<file path="config.mk">
export PLATFORM = sky130hd
export DESIGN_NAME = frame_time_quality_governor_unit
export DESIGN_NICKNAME = d
export VERILOG_FILES = /design/src/hdl/fgov_pkg.sv /design/src/hdl/fgov_ctrl.sv /design/src/hdl/fgov_dp.sv /design/src/hdl/frame_time_quality_governor_unit.sv
export SDC_FILE = /design/constraint.sdc
export NUM_CORES = 2
export LEC_CHECK = 0
export ABC_CLOCK_PERIOD_IN_PS = 12700
export CORE_ASPECT_RATIO = 1.4
export CORE_MARGIN = 5
export CORE_UTILIZATION = 55
export DETAILED_ROUTE_END_ITERATION = 8
export DONT_BUFFER_PORTS = 1
export GPL_ROUTABILITY_DRIVEN = 0
export PLACE_DENSITY = 0.73
export SYNTH_ARGS = -nofsm -noshare
export SYNTH_HDL_FRONTEND = slang
export SYNTH_SLANG_ARGS = --single-unit
</file>
<file path="constraint.sdc">
create_clock -name clk -period 12.7 [get_ports clk]
set_clock_uncertainty 0.2 [all_clocks]
set_input_delay 1.905 -clock clk [delete_from_list [all_inputs] [get_ports clk]]
set_output_delay 1.905 -clock clk [all_outputs]
set_load 0.02 [all_outputs]
</file>
<file path="src/hdl/fgov_pkg.sv">
// ----------------------------------------------------------------------------
// fgov_pkg
// shared types, codes and fixed-point constants of the frame time governor
// ----------------------------------------------------------------------------
package fgov_pkg;

	localparam int TIME_FRAC_BITS  = 8;
	localparam int SCALE_FRAC_BITS = 10;

	localparam int TIME_W   = 16;
	localparam int ALPHA_W  = SCALE_FRAC_BITS + 1;
	localparam int SCALE_W  = SCALE_FRAC_BITS + 1;
	localparam int FPS_W    = 8;
	localparam int RATIO_W  = 10;
	localparam int HOLD_W   = 24;
	localparam int DELTA_W  = 20;
	localparam int PROD_W   = TIME_W + ALPHA_W;
	localparam int MPROD_W  = TIME_W + FPS_W;
	localparam int CNT_W    = 8;
	localparam int STEP_W   = 4;
	localparam int NUM_AVG  = 7;
	localparam int AIDX_W   = 3;
	localparam int CFG_IDX_W  = 3;
	localparam int CFG_DATA_W = 24;

	// average slots
	localparam logic [AIDX_W-1:0] AVG_FRAME = 3'd0;
	localparam logic [AIDX_W-1:0] AVG_CPU   = 3'd1;
	localparam logic [AIDX_W-1:0] AVG_GPU   = 3'd2;
	localparam logic [AIDX_W-1:0] AVG_PRE   = 3'd3;
	localparam logic [AIDX_W-1:0] AVG_WORLD = 3'd4;
	localparam logic [AIDX_W-1:0] AVG_COMP  = 3'd5;
	localparam logic [AIDX_W-1:0] AVG_ITV   = 3'd6;

	// register indexes
	localparam logic [CFG_IDX_W-1:0] CFG_SMOOTHING_ALPHA = 3'd0;
	localparam logic [CFG_IDX_W-1:0] CFG_TARGET_FPS      = 3'd1;
	localparam logic [CFG_IDX_W-1:0] CFG_DEGRADE_RATIO   = 3'd2;
	localparam logic [CFG_IDX_W-1:0] CFG_RECOVER_RATIO   = 3'd3;
	localparam logic [CFG_IDX_W-1:0] CFG_DEGRADE_HOLD    = 3'd4;
	localparam logic [CFG_IDX_W-1:0] CFG_RECOVER_HOLD    = 3'd5;

	localparam logic [ALPHA_W-1:0] RST_ALPHA        = 11'd102;
	localparam logic [FPS_W-1:0]   RST_FPS          = 8'd60;
	localparam logic [RATIO_W-1:0] RST_DEGRADE      = 10'd269;
	localparam logic [RATIO_W-1:0] RST_RECOVER      = 10'd218;
	localparam logic [HOLD_W-1:0]  RST_DEGRADE_HOLD = 24'd500000;
	localparam logic [HOLD_W-1:0]  RST_RECOVER_HOLD = 24'd2000000;

	// bottleneck classes
	localparam logic [2:0] CLS_BALANCED = 3'd0;
	localparam logic [2:0] CLS_GPU      = 3'd1;
	localparam logic [2:0] CLS_CPU      = 3'd2;
	localparam logic [2:0] CLS_PACED    = 3'd3;
	localparam logic [2:0] CLS_THERMAL  = 3'd4;

	// pass classes
	localparam logic [1:0] PASS_BALANCED = 2'd0;
	localparam logic [1:0] PASS_PRE      = 2'd1;
	localparam logic [1:0] PASS_WORLD    = 2'd2;
	localparam logic [1:0] PASS_COMP     = 2'd3;

	// thermal codes
	localparam logic [2:0] TH_NOMINAL  = 3'd0;
	localparam logic [2:0] TH_LIGHT    = 3'd1;
	localparam logic [2:0] TH_MODERATE = 3'd2;
	localparam logic [2:0] TH_SEVERE   = 3'd3;
	localparam logic [2:0] TH_CRITICAL = 3'd4;

	localparam logic [1:0] LVL_LOW    = 2'd0;
	localparam logic [1:0] LVL_MEDIUM = 2'd1;
	localparam logic [1:0] LVL_HIGH   = 2'd2;
	localparam logic [1:0] LVL_ULTRA  = 2'd3;

	localparam logic [CNT_W-1:0] CNT_MAX = '1;
	localparam logic [HOLD_W-1:0] HOLD_MAX = '1;
	localparam logic [DELTA_W-1:0] DELTA_MAX = 20'd250000;

	// one second in time units, and fixed fractions of it
	localparam int ONE_SEC = 1000 << TIME_FRAC_BITS;
	localparam logic [MPROD_W-1:0] T_92  = MPROD_W'(ONE_SEC * 92 / 100);
	localparam logic [MPROD_W-1:0] T_108 = MPROD_W'(ONE_SEC * 108 / 100);
	localparam logic [MPROD_W-1:0] T_82  = MPROD_W'(ONE_SEC * 82 / 100);

	localparam logic [ALPHA_W-1:0] ALPHA_ONE = ALPHA_W'(1 << SCALE_FRAC_BITS);
	localparam logic [ALPHA_W-1:0] ALPHA_MIN = ALPHA_W'(1);
	localparam logic [PROD_W:0] ROUND_HALF = (PROD_W+1)'(1 << (SCALE_FRAC_BITS - 1));

	localparam int SC_ONE_I = 1 << SCALE_FRAC_BITS;
	localparam int SC_90_I  = ((90 << SCALE_FRAC_BITS) + 50) / 100;
	localparam int SC_94_I  = ((94 << SCALE_FRAC_BITS) + 50) / 100;
	localparam int SC_97_I  = ((97 << SCALE_FRAC_BITS) + 50) / 100;
	localparam int SC_60_I  = ((60 << SCALE_FRAC_BITS) + 50) / 100;
	localparam int SC_84_I  = ((84 << SCALE_FRAC_BITS) + 50) / 100;
	localparam int SC_78_I  = ((78 << SCALE_FRAC_BITS) + 50) / 100;

	localparam logic [SCALE_W-1:0] SC_ONE = SCALE_W'(SC_ONE_I);
	localparam logic [SCALE_W-1:0] SC_90  = SCALE_W'(SC_90_I);
	localparam logic [SCALE_W-1:0] SC_94  = SCALE_W'(SC_94_I);
	localparam logic [SCALE_W-1:0] SC_97  = SCALE_W'(SC_97_I);
	localparam logic [SCALE_W-1:0] SC_60  = SCALE_W'(SC_60_I);
	localparam logic [SCALE_W-1:0] SC_84  = SCALE_W'(SC_84_I);
	localparam logic [SCALE_W-1:0] SC_78  = SCALE_W'(SC_78_I);

	// composite trim of each level scale
	localparam logic [SCALE_W-1:0] TR_LOW    = SCALE_W'((SC_90_I * 9 + 5) / 10);
	localparam logic [SCALE_W-1:0] TR_MEDIUM = SCALE_W'((SC_94_I * 9 + 5) / 10);
	localparam logic [SCALE_W-1:0] TR_HIGH   = SCALE_W'((SC_97_I * 9 + 5) / 10);
	localparam logic [SCALE_W-1:0] TR_ULTRA  = SCALE_W'((SC_ONE_I * 9 + 5) / 10);

	localparam logic [STEP_W-1:0] SMOOTH_LAST = STEP_W'(2 * NUM_AVG - 1);
	localparam logic [STEP_W-1:0] MUL_LAST    = STEP_W'(3);

	typedef enum logic [2:0] {
		ST_IDLE,
		ST_SMOOTH,
		ST_MUL,
		ST_FLAG,
		ST_UPD
	} fgov_state_t;

	typedef struct packed {
		logic              load;
		logic              smooth_en;
		logic              mul_en;
		logic              flag_en;
		logic              upd_en;
		logic [STEP_W-1:0] step;
	} fgov_cmd_t;

endpackage

</file>
<file path="src/hdl/fgov_ctrl.sv">
// ----------------------------------------------------------------------------
// fgov_ctrl
// sequencer: request intake, smoothing, multiply and compare steps, update and result handoff
// ----------------------------------------------------------------------------
module fgov_ctrl (
	input  logic              clk,
	input  logic              arst_n,
	input  logic              in_valid,
	output logic              in_ready,
	output logic              out_valid,
	input  logic              out_ready,
	output fgov_pkg::fgov_cmd_t cmd
);
	import fgov_pkg::*;

	fgov_state_t       state_q, state_d;
	logic [STEP_W-1:0] cnt_q, cnt_d;
	logic              out_valid_q, out_valid_d;

	always_ff @(posedge clk or negedge arst_n) begin
		if (!arst_n) begin
			state_q     <= ST_IDLE;
			cnt_q       <= '0;
			out_valid_q <= 1'b0;
		end else begin
			state_q     <= state_d;
			cnt_q       <= cnt_d;
			out_valid_q <= out_valid_d;
		end
	end

	always_comb begin
		state_d  = state_q;
		cnt_d    = cnt_q;
		cmd      = '0;
		cmd.step = cnt_q;
		in_ready = 1'b0;
		case (state_q)
			ST_IDLE: begin
				in_ready = 1'b1;
				if (in_valid) begin
					cmd.load = 1'b1;
					state_d  = ST_SMOOTH;
					cnt_d    = '0;
				end
			end
			ST_SMOOTH: begin
				cmd.smooth_en = 1'b1;
				if (cnt_q == SMOOTH_LAST) begin
					state_d = ST_MUL;
					cnt_d   = '0;
				end else begin
					cnt_d = cnt_q + STEP_W'(1);
				end
			end
			ST_MUL: begin
				cmd.mul_en = 1'b1;
				if (cnt_q == MUL_LAST) begin
					state_d = ST_FLAG;
					cnt_d   = '0;
				end else begin
					cnt_d = cnt_q + STEP_W'(1);
				end
			end
			ST_FLAG: begin
				cmd.flag_en = 1'b1;
				state_d     = ST_UPD;
			end
			ST_UPD: begin
				if (!out_valid_q || out_ready) begin
					cmd.upd_en = 1'b1;
					state_d    = ST_IDLE;
				end
			end
			default: begin
				state_d = ST_IDLE;
			end
		endcase
		out_valid_d = cmd.upd_en || (out_valid_q && !out_ready);
	end

	assign out_valid = out_valid_q;

	a_upd_sets_valid: assert property (@(posedge clk) disable iff (!arst_n)
		cmd.upd_en |=> out_valid_q)
		else $error("result not presented after update");

	a_no_overwrite: assert property (@(posedge clk) disable iff (!arst_n)
		cmd.upd_en |-> (!out_valid_q || out_ready))
		else $error("pending result overwritten");

	a_smooth_to_mul: assert property (@(posedge clk) disable iff (!arst_n)
		(state_q == ST_SMOOTH && cnt_q == SMOOTH_LAST) |=>
		(state_q == ST_MUL && cnt_q == '0))
		else $error("smoothing sequence did not hand over");

	a_load_starts: assert property (@(posedge clk) disable iff (!arst_n)
		cmd.load |=> (state_q == ST_SMOOTH && cnt_q == '0))
		else $error("request did not start smoothing");

endmodule

</file>
<file path="src/hdl/fgov_dp.sv">
// ----------------------------------------------------------------------------
// fgov_dp
// datapath: registers, shared multiplier, averages, classes, hold timers, scale
// ----------------------------------------------------------------------------
module fgov_dp (
	input  logic                                 clk,
	input  logic                                 arst_n,
	input  fgov_pkg::fgov_cmd_t                  cmd,
	input  logic                                 cfg_we,
	input  logic [fgov_pkg::CFG_IDX_W-1:0]       cfg_index,
	input  logic [fgov_pkg::CFG_DATA_W-1:0]      cfg_data,
	input  logic [fgov_pkg::TIME_W-1:0]          cpu_ms,
	input  logic [fgov_pkg::TIME_W-1:0]          gpu_ms,
	input  logic [fgov_pkg::TIME_W-1:0]          pre_world_ms,
	input  logic [fgov_pkg::TIME_W-1:0]          world_ms,
	input  logic [fgov_pkg::TIME_W-1:0]          composite_ms,
	input  logic [fgov_pkg::TIME_W-1:0]          interval_ms,
	input  logic                                 pass_timing_valid,
	input  logic [2:0]                           thermal,
	input  logic [fgov_pkg::DELTA_W-1:0]         delta_us,
	output logic [1:0]                           quality_level,
	output logic [2:0]                           bottleneck_class,
	output logic [1:0]                           pass_class,
	output logic [fgov_pkg::SCALE_W-1:0]         render_scale
);
	import fgov_pkg::*;

	// configuration
	logic [ALPHA_W-1:0] alpha_q;
	logic [FPS_W-1:0]   fps_q;
	logic [RATIO_W-1:0] degrade_q, recover_q;
	logic [HOLD_W-1:0]  degrade_hold_q, recover_hold_q;

	// latched request
	logic [TIME_W-1:0]  x_q [NUM_AVG];
	logic               pvalid_q;
	logic [2:0]         th_q;
	logic [DELTA_W-1:0] dt_q;

	// state
	logic [TIME_W-1:0]  avg_q [NUM_AVG];
	logic [1:0]         level_q;
	logic [2:0]         class_now_q, class_pend_q;
	logic [CNT_W-1:0]   class_hold_q, pass_hold_q;
	logic [1:0]         pass_now_q, pass_pend_q;
	logic [HOLD_W-1:0]  over_time_q, rec_time_q;

	// work registers
	logic [PROD_W-1:0]  acc_q;
	logic [MPROD_W-1:0] m_q [4];
	logic [2:0]         cand_q;
	logic [1:0]         pc_q;
	logic               auth_q, over_q, rec_q;

	// output registers
	logic [1:0]         level_out_q, pass_out_q;
	logic [2:0]         class_out_q;
	logic [SCALE_W-1:0] scale_out_q;

	logic [ALPHA_W-1:0] a_eff, a_inv;
	logic [FPS_W-1:0]   fps_eff;
	logic [AIDX_W-1:0]  k;
	logic [TIME_W-1:0]  mul_a, x_sel, avg_sel, avg_new;
	logic [ALPHA_W-1:0] mul_b;
	logic [PROD_W-1:0]  prod;
	logic [PROD_W:0]    sum;
	logic               x_en;

	always_comb begin
		if (alpha_q == '0) a_eff = ALPHA_MIN;
		else if (alpha_q > ALPHA_ONE) a_eff = ALPHA_ONE;
		else a_eff = alpha_q;
		a_inv   = ALPHA_ONE - a_eff;
		fps_eff = (fps_q == '0) ? FPS_W'(1) : fps_q;
		k       = cmd.step[AIDX_W:1];
		x_sel   = x_q[k];
		avg_sel = avg_q[k];
		x_en    = (x_sel != '0) &&
			(pvalid_q || !(k == AVG_PRE || k == AVG_WORLD || k == AVG_COMP));
		if (cmd.mul_en) begin
			case (cmd.step[1:0])
				2'd0:    mul_a = avg_q[AVG_CPU];
				2'd1:    mul_a = avg_q[AVG_GPU];
				2'd2:    mul_a = avg_q[AVG_ITV];
				default: mul_a = avg_q[AVG_FRAME];
			endcase
			mul_b = ALPHA_W'(fps_eff);
		end else if (cmd.step[0]) begin
			mul_a = x_sel;
			mul_b = a_eff;
		end else begin
			mul_a = avg_sel;
			mul_b = a_inv;
		end
		prod    = PROD_W'(mul_a) * PROD_W'(mul_b);
		sum     = (PROD_W+1)'(acc_q) + (PROD_W+1)'(prod) + ROUND_HALF;
		avg_new = sum[SCALE_FRAC_BITS +: TIME_W];
	end

	// flag stage
	logic              cv, gv, cp, gp, auth;
	logic [TIME_W+3:0] cpu10, cpu11, gpu10, gpu11;
	logic [TIME_W-1:0] p0, p1, p2, big, second;
	logic [2:0]        cand;
	logic [1:0]        pc;
	logic [MPROD_W+7:0] m_frame_sh;
	logic [MPROD_W+7:0] lim_deg, lim_rec;

	always_comb begin
		cv    = avg_q[AVG_CPU] != '0;
		gv    = avg_q[AVG_GPU] != '0;
		cp    = cv && (m_q[0] > T_92);
		gp    = gv && (m_q[1] > T_92);
		cpu10 = (TIME_W+4)'(avg_q[AVG_CPU]) * (TIME_W+4)'(10);
		cpu11 = (TIME_W+4)'(avg_q[AVG_CPU]) * (TIME_W+4)'(11);
		gpu10 = (TIME_W+4)'(avg_q[AVG_GPU]) * (TIME_W+4)'(10);
		gpu11 = (TIME_W+4)'(avg_q[AVG_GPU]) * (TIME_W+4)'(11);
		if (th_q >= TH_SEVERE) cand = CLS_THERMAL;
		else if (gp && (!cp || gpu10 > cpu11)) cand = CLS_GPU;
		else if (cp && (!gp || cpu10 > gpu11)) cand = CLS_CPU;
		else if (avg_q[AVG_ITV] != '0 && m_q[2] > T_108 &&
			(!cv || m_q[0] < T_82) && (!gv || m_q[1] < T_82)) cand = CLS_PACED;
		else cand = CLS_BALANCED;

		auth = pvalid_q && gv;
		p0   = avg_q[AVG_PRE];
		p1   = avg_q[AVG_WORLD];
		p2   = avg_q[AVG_COMP];
		if (p0 >= p1 && p0 >= p2) begin
			big    = p0;
			second = (p1 > p2) ? p1 : p2;
		end else if (p1 >= p2) begin
			big    = p1;
			second = (p0 > p2) ? p0 : p2;
		end else begin
			big    = p2;
			second = (p0 > p1) ? p0 : p1;
		end
		pc = PASS_BALANCED;
		if (auth && gp) begin
			if ((TIME_W+5)'(big) * (TIME_W+5)'(25) > (TIME_W+5)'(second) * (TIME_W+5)'(28) ||
				{big, 1'b0} > {1'b0, avg_q[AVG_GPU]}) begin
				if (big == p0) pc = PASS_PRE;
				else if (big == p1) pc = PASS_WORLD;
				else pc = PASS_COMP;
			end
		end
		m_frame_sh = {m_q[3], 8'b0};
		lim_deg    = (MPROD_W+8)'(ONE_SEC) * (MPROD_W+8)'(degrade_q);
		lim_rec    = (MPROD_W+8)'(ONE_SEC) * (MPROD_W+8)'(recover_q);
	end

	// update stage
	logic [DELTA_W-1:0] dt;
	logic [CNT_W-1:0]   ch_n, ph_n;
	logic [2:0]         cnow_n, cpend_n;
	logic [1:0]         pnow_n, ppend_n, lvl_n;
	logic [HOLD_W:0]    ov_sum, rc_sum;
	logic [HOLD_W-1:0]  ov_n, rc_n, dt_ext;
	logic [SCALE_W-1:0] scale, trim;
	logic [CNT_W+2:0]   ch5, ph5;

	always_comb begin
		dt     = (dt_q > DELTA_MAX) ? DELTA_MAX : dt_q;
		dt_ext = HOLD_W'(dt);

		if (cand_q == class_pend_q) begin
			cpend_n = class_pend_q;
			ch_n    = (class_hold_q < CNT_MAX) ? class_hold_q + CNT_W'(1) : class_hold_q;
		end else begin
			cpend_n = cand_q;
			ch_n    = '0;
		end
		ch5    = (CNT_W+3)'(ch_n) * (CNT_W+3)'(5);
		cnow_n = (cand_q == CLS_THERMAL || ch5 >= (CNT_W+3)'(fps_eff)) ? cand_q : class_now_q;

		if (pc_q == pass_pend_q) begin
			ppend_n = pass_pend_q;
			ph_n    = (pass_hold_q < CNT_MAX) ? pass_hold_q + CNT_W'(1) : pass_hold_q;
		end else begin
			ppend_n = pc_q;
			ph_n    = '0;
		end
		ph5    = (CNT_W+3)'(ph_n) * (CNT_W+3)'(5);
		pnow_n = pass_now_q;
		if (!auth_q) begin
			pnow_n  = PASS_BALANCED;
			ppend_n = PASS_BALANCED;
			ph_n    = '0;
		end else if (ph5 >= (CNT_W+3)'(fps_eff)) begin
			pnow_n = pc_q;
		end

		ov_sum = (HOLD_W+1)'(over_time_q) + (HOLD_W+1)'(dt_ext);
		rc_sum = (HOLD_W+1)'(rec_time_q) + (HOLD_W+1)'(dt_ext);
		if (over_q) begin
			ov_n = ov_sum[HOLD_W] ? HOLD_MAX : ov_sum[HOLD_W-1:0];
			rc_n = '0;
		end else if (rec_q) begin
			rc_n = rc_sum[HOLD_W] ? HOLD_MAX : rc_sum[HOLD_W-1:0];
			ov_n = '0;
		end else begin
			ov_n = (over_time_q > dt_ext) ? over_time_q - dt_ext : '0;
			rc_n = (rec_time_q > dt_ext) ? rec_time_q - dt_ext : '0;
		end
		lvl_n = level_q;
		if (ov_n >= degrade_hold_q) begin
			if (lvl_n != LVL_LOW) lvl_n = lvl_n - 2'd1;
			ov_n = '0;
			rc_n = '0;
		end else if (rc_n >= recover_hold_q) begin
			if (lvl_n != LVL_ULTRA) lvl_n = lvl_n + 2'd1;
			rc_n = '0;
		end
		if (th_q == TH_MODERATE && lvl_n > LVL_HIGH) lvl_n = LVL_HIGH;
		else if (th_q == TH_SEVERE && lvl_n > LVL_MEDIUM) lvl_n = LVL_MEDIUM;
		else if (th_q == TH_CRITICAL) lvl_n = LVL_LOW;

		case (lvl_n)
			LVL_LOW: begin
				scale = SC_90;
				trim  = TR_LOW;
			end
			LVL_MEDIUM: begin
				scale = SC_94;
				trim  = TR_MEDIUM;
			end
			LVL_HIGH: begin
				scale = SC_97;
				trim  = TR_HIGH;
			end
			default: begin
				scale = SC_ONE;
				trim  = TR_ULTRA;
			end
		endcase
		if (cnow_n == CLS_GPU && pnow_n == PASS_COMP) scale = (trim < SC_60) ? SC_60 : trim;
		if (th_q <= TH_LIGHT) begin
			if (scale < SC_90) scale = SC_90;
		end else if (th_q == TH_MODERATE) begin
			if (scale > SC_90) scale = SC_90;
		end else if (th_q == TH_SEVERE) begin
			if (scale > SC_84) scale = SC_84;
		end else begin
			if (scale > SC_78) scale = SC_78;
		end
	end

	always_ff @(posedge clk or negedge arst_n) begin
		if (!arst_n) begin
			alpha_q        <= RST_ALPHA;
			fps_q          <= RST_FPS;
			degrade_q      <= RST_DEGRADE;
			recover_q      <= RST_RECOVER;
			degrade_hold_q <= RST_DEGRADE_HOLD;
			recover_hold_q <= RST_RECOVER_HOLD;
			for (int i = 0; i < NUM_AVG; i++) avg_q[i] <= '0;
			level_q      <= LVL_HIGH;
			class_now_q  <= CLS_BALANCED;
			class_pend_q <= CLS_BALANCED;
			class_hold_q <= '0;
			pass_now_q   <= PASS_BALANCED;
			pass_pend_q  <= PASS_BALANCED;
			pass_hold_q  <= '0;
			over_time_q  <= '0;
			rec_time_q   <= '0;
		end else begin
			if (cfg_we) begin
				case (cfg_index)
					CFG_SMOOTHING_ALPHA: alpha_q        <= cfg_data[ALPHA_W-1:0];
					CFG_TARGET_FPS:      fps_q          <= cfg_data[FPS_W-1:0];
					CFG_DEGRADE_RATIO:   degrade_q      <= cfg_data[RATIO_W-1:0];
					CFG_RECOVER_RATIO:   recover_q      <= cfg_data[RATIO_W-1:0];
					CFG_DEGRADE_HOLD:    degrade_hold_q <= cfg_data[HOLD_W-1:0];
					CFG_RECOVER_HOLD:    recover_hold_q <= cfg_data[HOLD_W-1:0];
					default: ;
				endcase
			end
			if (cmd.smooth_en && cmd.step[0] && x_en)
				avg_q[k] <= (avg_sel == '0) ? x_sel : avg_new;
			if (cmd.upd_en) begin
				level_q      <= lvl_n;
				class_now_q  <= cnow_n;
				class_pend_q <= cpend_n;
				class_hold_q <= ch_n;
				pass_now_q   <= pnow_n;
				pass_pend_q  <= ppend_n;
				pass_hold_q  <= ph_n;
				over_time_q  <= ov_n;
				rec_time_q   <= rc_n;
			end
		end
	end

	always_ff @(posedge clk) begin
		if (cmd.load) begin
			x_q[AVG_FRAME] <= (cpu_ms > gpu_ms) ? cpu_ms : gpu_ms;
			x_q[AVG_CPU]   <= cpu_ms;
			x_q[AVG_GPU]   <= gpu_ms;
			x_q[AVG_PRE]   <= pre_world_ms;
			x_q[AVG_WORLD] <= world_ms;
			x_q[AVG_COMP]  <= composite_ms;
			x_q[AVG_ITV]   <= interval_ms;
			pvalid_q       <= pass_timing_valid;
			th_q           <= (thermal > TH_CRITICAL) ? TH_CRITICAL : thermal;
			dt_q           <= delta_us;
		end
		if (cmd.smooth_en && !cmd.step[0]) acc_q <= prod;
		if (cmd.mul_en) m_q[cmd.step[1:0]] <= prod[MPROD_W-1:0];
		if (cmd.flag_en) begin
			cand_q <= cand;
			pc_q   <= pc;
			auth_q <= auth;
			over_q <= m_frame_sh > lim_deg;
			rec_q  <= (avg_q[AVG_FRAME] != '0) && (m_frame_sh < lim_rec);
		end
		if (cmd.upd_en) begin
			level_out_q <= lvl_n;
			class_out_q <= cnow_n;
			pass_out_q  <= pnow_n;
			scale_out_q <= scale;
		end
	end

	assign quality_level    = level_out_q;
	assign bottleneck_class = class_out_q;
	assign pass_class       = pass_out_q;
	assign render_scale     = scale_out_q;

	a_thermal_cap: assert property (@(posedge clk) disable iff (!arst_n)
		(cmd.upd_en && th_q == TH_CRITICAL) |=> (level_q == LVL_LOW))
		else $error("critical thermal did not force lowest level");

	a_thermal_class: assert property (@(posedge clk) disable iff (!arst_n)
		(cmd.upd_en && cand_q == CLS_THERMAL) |=> (class_now_q == CLS_THERMAL))
		else $error("thermal class not taken at once");

	a_no_auth_pass: assert property (@(posedge clk) disable iff (!arst_n)
		(cmd.upd_en && !auth_q) |=> (pass_now_q == PASS_BALANCED && pass_hold_q == '0))
		else $error("pass class kept without authoritative timings");

endmodule

</file>
<file path="src/hdl/frame_time_quality_governor_unit.sv">
// ----------------------------------------------------------------------------
// frame_time_quality_governor_unit
// frame timing governor: smoothed timings to quality level, classes and scale
// ----------------------------------------------------------------------------
// requests are handled one at a time; the next is taken only after the update step
// of the last, and the pace is set by the single shared multiplier
//   (two products per average for seven averages, then four period products)
// a new request is taken while the previous result waits at the output
// reset: asynchronous, restores register defaults, clears averages and timers
module frame_time_quality_governor_unit (
	input  logic         clk,
	input  logic         arst_n,
	input  logic         s_axis_tvalid,
	output logic         s_axis_tready,
	// cpu_ms, gpu_ms, pre_world_ms, world_ms, composite_ms, interval_ms,
	// thermal, delta_us, zero pad
	input  logic [119:0] s_axis_tdata,
	// pass_timing_valid
	input  logic         s_axis_tuser,
	output logic         m_axis_tvalid,
	input  logic         m_axis_tready,
	// quality_level, bottleneck_class, pass_class, render_scale, zero pad
	output logic [23:0]  m_axis_tdata,
	input  logic         cfg_valid,
	output logic         cfg_ready,
	input  logic [fgov_pkg::CFG_IDX_W-1:0]  cfg_index,
	input  logic [fgov_pkg::CFG_DATA_W-1:0] cfg_data
);
	import fgov_pkg::*;

	fgov_cmd_t          cmd;
	logic [1:0]         quality_level, pass_class;
	logic [2:0]         bottleneck_class;
	logic [SCALE_W-1:0] render_scale;

	assign cfg_ready = 1'b1;

	fgov_ctrl u_ctrl (
		.clk       (clk),
		.arst_n    (arst_n),
		.in_valid  (s_axis_tvalid),
		.in_ready  (s_axis_tready),
		.out_valid (m_axis_tvalid),
		.out_ready (m_axis_tready),
		.cmd       (cmd)
	);

	fgov_dp u_dp (
		.clk               (clk),
		.arst_n            (arst_n),
		.cmd               (cmd),
		.cfg_we            (cfg_valid && cfg_ready),
		.cfg_index         (cfg_index),
		.cfg_data          (cfg_data),
		.cpu_ms            (s_axis_tdata[15:0]),
		.gpu_ms            (s_axis_tdata[31:16]),
		.pre_world_ms      (s_axis_tdata[47:32]),
		.world_ms          (s_axis_tdata[63:48]),
		.composite_ms      (s_axis_tdata[79:64]),
		.interval_ms       (s_axis_tdata[95:80]),
		.pass_timing_valid (s_axis_tuser),
		.thermal           (s_axis_tdata[98:96]),
		.delta_us          (s_axis_tdata[118:99]),
		.quality_level     (quality_level),
		.bottleneck_class  (bottleneck_class),
		.pass_class        (pass_class),
		.render_scale      (render_scale)
	);

	assign m_axis_tdata = {6'b0, render_scale, pass_class, bottleneck_class, quality_level};

endmodule

</file>
# Yosys cells after proc, flatten, opt, wreduce, memory -nomap -nowiden
# Memory sizes are Yosys's and may differ from the RTL's.
# Index checks and enable logic that the tools add are counted.
totals:
  elab_cells: 298
  ff_bits: 359
  mem_bits_ro: 0
  latchBits: 0
  mem_bits_rw: 208
  mem_count: 2
mem_list:
  columns: ["name", "words", "width", "read_ports", "rd_clocked_by_memory_dff", "write_ports", "line_no", "text"]
  rows:
  - ["u_dp.x_q", 7, 16, 1, 0, 7, "fgov_dp.sv:35", "logic [TIME_W-1:0] x_q [NUM_AVG];"]
  - ["u_dp.m_q", 4, 24, 4, 0, 1, "fgov_dp.sv:50", "logic [MPROD_W-1:0] m_q [4];"]
classes:
  shift: 0
  div: 0
  addsub: 12
  n_bitwise: 4
  n_mul: 11
  order_cmp: 40
  reduce_logical: 66
  muxes: 89
  eq_ne: 34
ops:
  columns: ["op", "count"]
  rows:
  - ["24-bit two-way mux", 11]
  - ["16-bit two-way mux", 14]
  - ["11-bit two-way mux", 12]
  - ["112-bit bitwise mux", 1]
  - ["16-bit nonzero test", 5]
  - ["16-bit greater-than comparator", 4]
  - ["16-bit by 3-bit multiplier with 19-bit output, second input constant", 3]
  - ["24-bit by 20-bit adder with 25-bit output", 2]
  - ["16-bit binary-select mux with 3-bit select", 1]
  - ["16-bit demux with 3-bit select", 1]
  - ["16-bit greater-or-equal comparator", 3]
  - ["24-bit greater-or-equal comparator", 2]
  - ["24-bit by 18-bit greater-than comparator with 1-bit output, second input constant", 2]
  - ["24-bit by 20-bit greater-than comparator with 1-bit output", 2]
  - ["24-bit by 18-bit < comparator with 1-bit output, second input constant", 2]
  - ["8-bit two-way mux", 6]
  - ["16-bit case mux with 3 select lines", 1]
  - ["24-bit by 20-bit subtractor with 24-bit output", 2]
  - ["20-bit greater-than comparator", 2]
  - ["16-bit by 4-bit multiplier with 20-bit output, second input constant", 2]
  - ["7-bit by 10-bit multiplier with 17-bit output, first input constant", 2]
  - ["11-bit by 10-bit greater-than comparator with 1-bit output, second input constant", 3]
  - ["11-bit case mux with 3 select lines", 1]
  - ["16-bit equality test", 2]
  - ["other kinds (64)", 170]

# Longest topological paths before layout
depth:
  word_depth: 23
  mapped_depth: 46

# Cells and area by module
# From an unflattened synthesis, not the netlist that was laid out.
hier_totals:
  cells_unflattened: 5421
  area_unflattened_um2: 52522.9
by_module_without_submodules:
  columns: ["module", "area_each_um2", "n_inst", "cells_each"]
  rows:
  - ["fgov_dp", 51983.6, 1, 5364]
  - ["fgov_ctrl", 479.2, 1, 48]
  - ["frame_time_quality_governor_unit", 60.1, 1, 9]

# Worst setup path after synthesis
# Ideal clock, no wire load.
synth_path:
  kind: "flip-flop to flip-flop"
  from: "reg u_ctrl.cnt_q[1]"
  to: "reg u_dp.avg_q[108] (netlist name)"
  setup_slack_ps: 3021
  arrival_time_ps: 9413
  period_less_slack_ps: 9679
  n_path_buf: 6
  setup_ps: 66
  path_stages_with_launch: 42
  path_cell_list: "dfrtp_1 -> buf_2 -> buf_4 -> buf_1 -> clkbuf_1 -> inv_1 -> ha_1 -> clkbuf_1 -> clkbuf_1 -> a222oi_1 -> nand2_1 -> o21ai_0 -> nand2_1 -> nand2_1 -> inv_1 -> nand2_1 -> fa_1 -> fa_1 -> [6 not listed] -> o21ai_0 -> o31ai_1 -> o41a_1 -> a21o_1 -> a21oi_1 -> xnor2_1 -> ha_1 -> ha_1 -> nor2b_1 -> o21ai_0 -> nand2b_1 -> a21oi_1 -> a21boi_1 -> o21ba_2 -> o21ba_2 -> nor2b_1 -> o311ai_2 -> mux2_2"
synth_via:
  elab_chain_len: 11
  word_cells_on_any_way: 32
  classes_between: "add/sub (2); mul (1); order compare (2); eq/ne (5); mux (10); bitwise (1); reduce/logical (10); memory (1)"
synth_rtl:
  columns: ["item", "line_no", "text"]
  rows:
  - ["start: declaration", "fgov_ctrl.sv:17", "logic [STEP_W-1:0] cnt_q, cnt_d;"]
  - ["start signal: assignment", "fgov_ctrl.sv:27", "cnt_q <= cnt_d;"]
  - ["3-bit inverter with 4-bit output (implied by the code)", "fgov_dp.sv:77", "avg_sel = avg_q[k];"]
  - ["16-bit binary-select mux with 3-bit select", "fgov_dp.sv:77", null]
  - ["16-bit two-way mux (implied by the code) (2 in series)", "fgov_dp.sv:77", null]
  - ["16-bit two-way mux", "fgov_dp.sv:88", "end else if (cmd.step[0]) begin"]
  - ["16-bit two-way mux (*)", "fgov_dp.sv:80", "if (cmd.mul_en) begin"]
  - ["16-bit by 11-bit multiplier with 26-bit output (*)", "fgov_dp.sv:95", "prod = PROD_W'(mul_a) * PROD_W'(mul_b);"]
  - ["net u_dp.prod[16]", "fgov_dp.sv:65", "logic [PROD_W-1:0] prod;"]
  - ["26-bit adder (*)", "fgov_dp.sv:96", "sum = (PROD_W+1)'(acc_q) + (PROD_W+1)'(prod) + ROUND_HALF;"]
  - ["26-bit by 10-bit adder with 26-bit output (*)", "fgov_dp.sv:96", null]
  - ["16-bit two-way mux (*)", "fgov_dp.sv:280", "avg_q[k] <= (avg_sel == '0) ? x_sel : avg_new;"]
  - ["112-bit bitwise mux (*)", "fgov_dp.sv:280", null]
  - ["end signal: indexed assignment", "fgov_dp.sv:280", null]
  - ["end: declaration", "fgov_dp.sv:41", "logic [TIME_W-1:0] avg_q [NUM_AVG];"]
# Mark *: on every way through the listed nets, which the timed path passes. The rest lies on a longest branch. The select of a mux whose other input is x is not followed.
# A chain may end at the register's enable or synchronous reset.

# Final worst setup path
layout_path:
  from: "reg u_ctrl.cnt_q[1]"
  to: "reg u_dp.avg_q[106] (netlist name)"
# Same word-level chain as after synthesis.

==> summary.md <==
| Metric | Value |
|---|---|
| Final hold slack | `294 ps` |
| Hpwl dp | `113000 um` |
| Drt drc | `0` |
| Port bufs | `0` |
| Reg2reg start | `u_ctrl.cnt_q[1]` |
| CTS sink cnt | `approximately 570` |
| Die area | `between 100000 and 150000 um^2` |
| Initial antenna violation count | `7` |
| Buf/Inv on CP | `1` |
| Hold Violations, Final | `0` |
| Number of global-route vias before repair | `approximately 40000` |
| Register area | `approximately 16000 um^2` |
| CTS root buf | `clkbuf_16` |
| Final setup fails | `0` |
| Worst setup SP type | `flop` |
| Pre-CTS WS | `1280 ps` |
| Routed vias/inst | `slightly above 6` |
| Total gr overflow | `0` |
| Crit path capture type | `flop` |
| CTS Buf Count | `58` |
| Simple-Gate Fraction of Synth Area | `~12%` |
| Crit path kind | `reg2reg` |
| Die width | `about 270 um` |
| Critical Path Slowest Stage Cell | `a21oi_1` |
| Fin crit share | `91.1%` |
| Worst slew margin | `12.1%` |
| Synth Instances | `between 5000 and 6000` |
| CP required | `13080 ps` |
| Largest stage delay on the critical path | `940 ps` |
| Initial DRT Pass Iterations | `8` |
| Unrepaired setup endpoints after global routing | `no` |
| Seq/Total Area, Yosys | `29.9%` |
| Grt met1 use | `30.4%` |
| Die Height | `approximately 370 um` |
| Ys Warns | `0` |
| Worst R2R End | `u_dp.avg_q[106]` |
| Initial Util | `55.4%` |
| Worst-Skew Late Latency | `approximately 700 ps` |
| Status | `finished, final reports clean` |
| Share of cells above drive strength 1 | `8.20%` |
| Max-Cap Viols | `0` |
| Max-slew violations | `0` |
| Synth area leaders | `ha_1 17%, edfxtp_1 16%, dfrtp_1 12%` |
| Register-to-register setup slack | `1140 ps` |
| Adder-Cell Fraction of Synth Area | `26.6%` |
| Yosys reg bits | `565` |
| Setup TNS | `0 ps` |
| Worst-Margin Slew | `1300 ps` |
| Worst hold endpoint | `u_dp.pass_now_q[0]` |
| Hold Path Origin | `u_dp.pass_now_q[0]` |
| Synth Area per Inst | `9.67 um^2` |
| Global-route met2 utilization | `49.2%` |
| DR WL/cell | `around 22 um` |
| FFs w/ async S/R, synth | `50.1%` |
| Layout filler cell count | `roughly 8000` |
| Largest delay contributor family on the critical path | `compound AO/OA/AOI/OAI gates` |
| Xor/xnor share of the synthesized area | `under 10%` |
| Nets | `roughly 6400` |
| Predominant post-synthesis flop cell | `edfxtp_1` |
| CTS resizes | `0` |
| Main combinational cell family by area after synthesis | `adder cells` |
| GRT Total Usage | `27.9%` |
| EDFF count, synth | `approximately 280` |
| Layout Area Growth over Synthesis | `6.31%` |
| Final worst-path setup slack | `1140 ps` |
| # hold bufs at CTS | `0` |
| CTS HTree Levels | `2` |
| Core footprint | `approximately 94000 um^2` |
| Area of the multi-input gates | `33500 um^2` |
| Row cnt | `133` |
| CTS max path bufs | `3` |
| IO Count | `180` |
| Final worst path period need | `11560 ps` |
| Largest net degree at the start of global routing | `approximately 280` |
| # Post-CTS Setup Buffers | `0` |
| CTS tree | `yes` |
| Max frequency | `86.5 MHz` |
| Netlist cell types | `96` |
| ANT nets after route | `0` |
| GRT Max-Usage Layer | `met2` |
| Synth area leader | `ha_1` |
| Crit-path max FO | `40` |
| Crit path top cell by count | `fa_1` |
| First-pass GRT wire length | `225000 um` |
| Worst hold-check path type | `reg2reg` |
| Syn Std Cell Area | `52100 um^2` |
| Fraction of synthesized area in multiplexers | `6.54%` |
| M3 GR Usage | `under 10%` |
| Compound-Gate Fraction of Synth Area | `14.5%` |
| Vias | `40400` |
| Clock Pin Slew Worst Setup and Hold Paths | `approximately 70 ps` |
| Total Wirelength | `144000 um` |
| Top-area cell type share of the netlist area | `17.1%` |
| DRT iter0 DRCs | `3104` |
| R2R depth | `33` |
| Hold Path Depth | `2` |
| WP data arrival | `11940 ps` |
## layout by cell type (no fill, tap or decap), types with 73 or more instances in the layout
cell,instances
a21o_1,114
a21oi_1,328
dfrtp_1,248
edfxtp_1,282
fa_1,247
ha_1,710
inv_1,628
mux2_2,173
nand2_1,451
nor2_1,310
nor3_1,83
o21ai_0,288
xnor2_1,178
xor2_1,73
## cells by family (layout without fill, tap and decap cells)
kind of cell,count (synthesis),after routing
AO/OA/AOI/OAI,1189,1189
XOR/XNOR,251,251
adder cells (fa/ha/maj),957,957
buffers and inverters,823,797
flip-flops,565,565
multiplexers,276,276
other,2,17
AND/OR/NAND/NOR,1325,1325
## routing by layer
layer	vias to the layer above	wire (um)
li1	18900	-
met1	19600	51400
met2	1372	71300
met3	518	7900
met4	4	13200
met5	-	22
## per-stage QoR
step                      utilization (%)  instances  area [um^2]
final                                58.9       6592        55400
after global routing                 58.9       6592        55400
after CTS                            58.9       6590        55400
after detailed placement             56.8       6481        53400
after global placement               56.8       6481        53400
after floorplan                         -       5401        52100
## state kept, by name (all words and copies together), names as in the netlist, 4 cells and up
name	cells
u_dp.x_q	112
u_dp.m_q	96
u_dp.avg_q	64
u_dp.acc_q	26
u_dp.degrade_hold_q	24
u_dp.over_time_q	24
u_dp.rec_time_q	24
u_dp.recover_hold_q	24
u_dp.dt_q	20
u_dp.p0	16
u_dp.p1	16
u_dp.p2	16
u_dp.alpha_q	11
u_dp.degrade_q	10
u_dp.recover_q	10
u_dp.render_scale	9
u_dp.class_hold_q	8
u_dp.fps_q	8
u_dp.pass_hold_q	8
u_ctrl.cnt_q	4
## layout make-up
| type | count | share of cell area [%] |
|---|---|---|
| clock buffer | 74 | 2.80 |
| antenna | 2 | 0.00904 |
| clock inverter | 35 | 0.757 |
| tap | 1215 | 2.75 |
| inverter | 633 | 4.29 |
| timing repair buffer | 55 | 0.746 |
| sequential | 565 | 28.2 |
| multi-input combinational | 4013 | 60.5 |
## cell usage after synthesis (all sizes together) (11+ instances only)
cell type	instances
a2111oi	11
a211oi	32
a21boi	19
a21o	114
a21oi	329
a221oi	11
a222oi	16
a22o	38
a31oi	44
and2	35
and3	26
buf	42
clkbuf	148
dfrtp	251
dfstp	32
edfxtp	282
fa	247
ha	710
inv	629
mux2	173
mux2i	70
mux4	33
nand2	451
nand2b	64
nand3	69
nand3b	12
nand4	72
nor2	315
nor2b	72
nor3	86
nor4	48
o211ai	37
o21a	40
o21ai	310
o21bai	29
o22ai	25
o31ai	32
or2	12
or3	18
xnor2	178
xor2	73
## worst min-delay path: stages (launching register included)
cell	delay, ps
dfrtp_1	350
nand2_1	50
nand2_1	60
## worst max path at each step
stage                    startpoint               to  slack [ps]  depth (start not counted)
floorplan           u_ctrl.cnt_q[1]  u_dp.avg_q[108]        3020                         41
global placement    u_ctrl.cnt_q[1]   u_dp.avg_q[15]        1470                         34
detailed placement  u_ctrl.cnt_q[1]      u_dp.p1[15]        1280                         34
CTS                 u_ctrl.cnt_q[1]      u_dp.p1[15]        1230                         34
global route        u_dp.alpha_q[3]   u_dp.avg_q[74]         440                         37
finish              u_ctrl.cnt_q[1]  u_dp.avg_q[106]        1140                         33
Power is not shown: default switching activity piles up to over one toggle a cycle in this logic, so the estimate is an artifact.
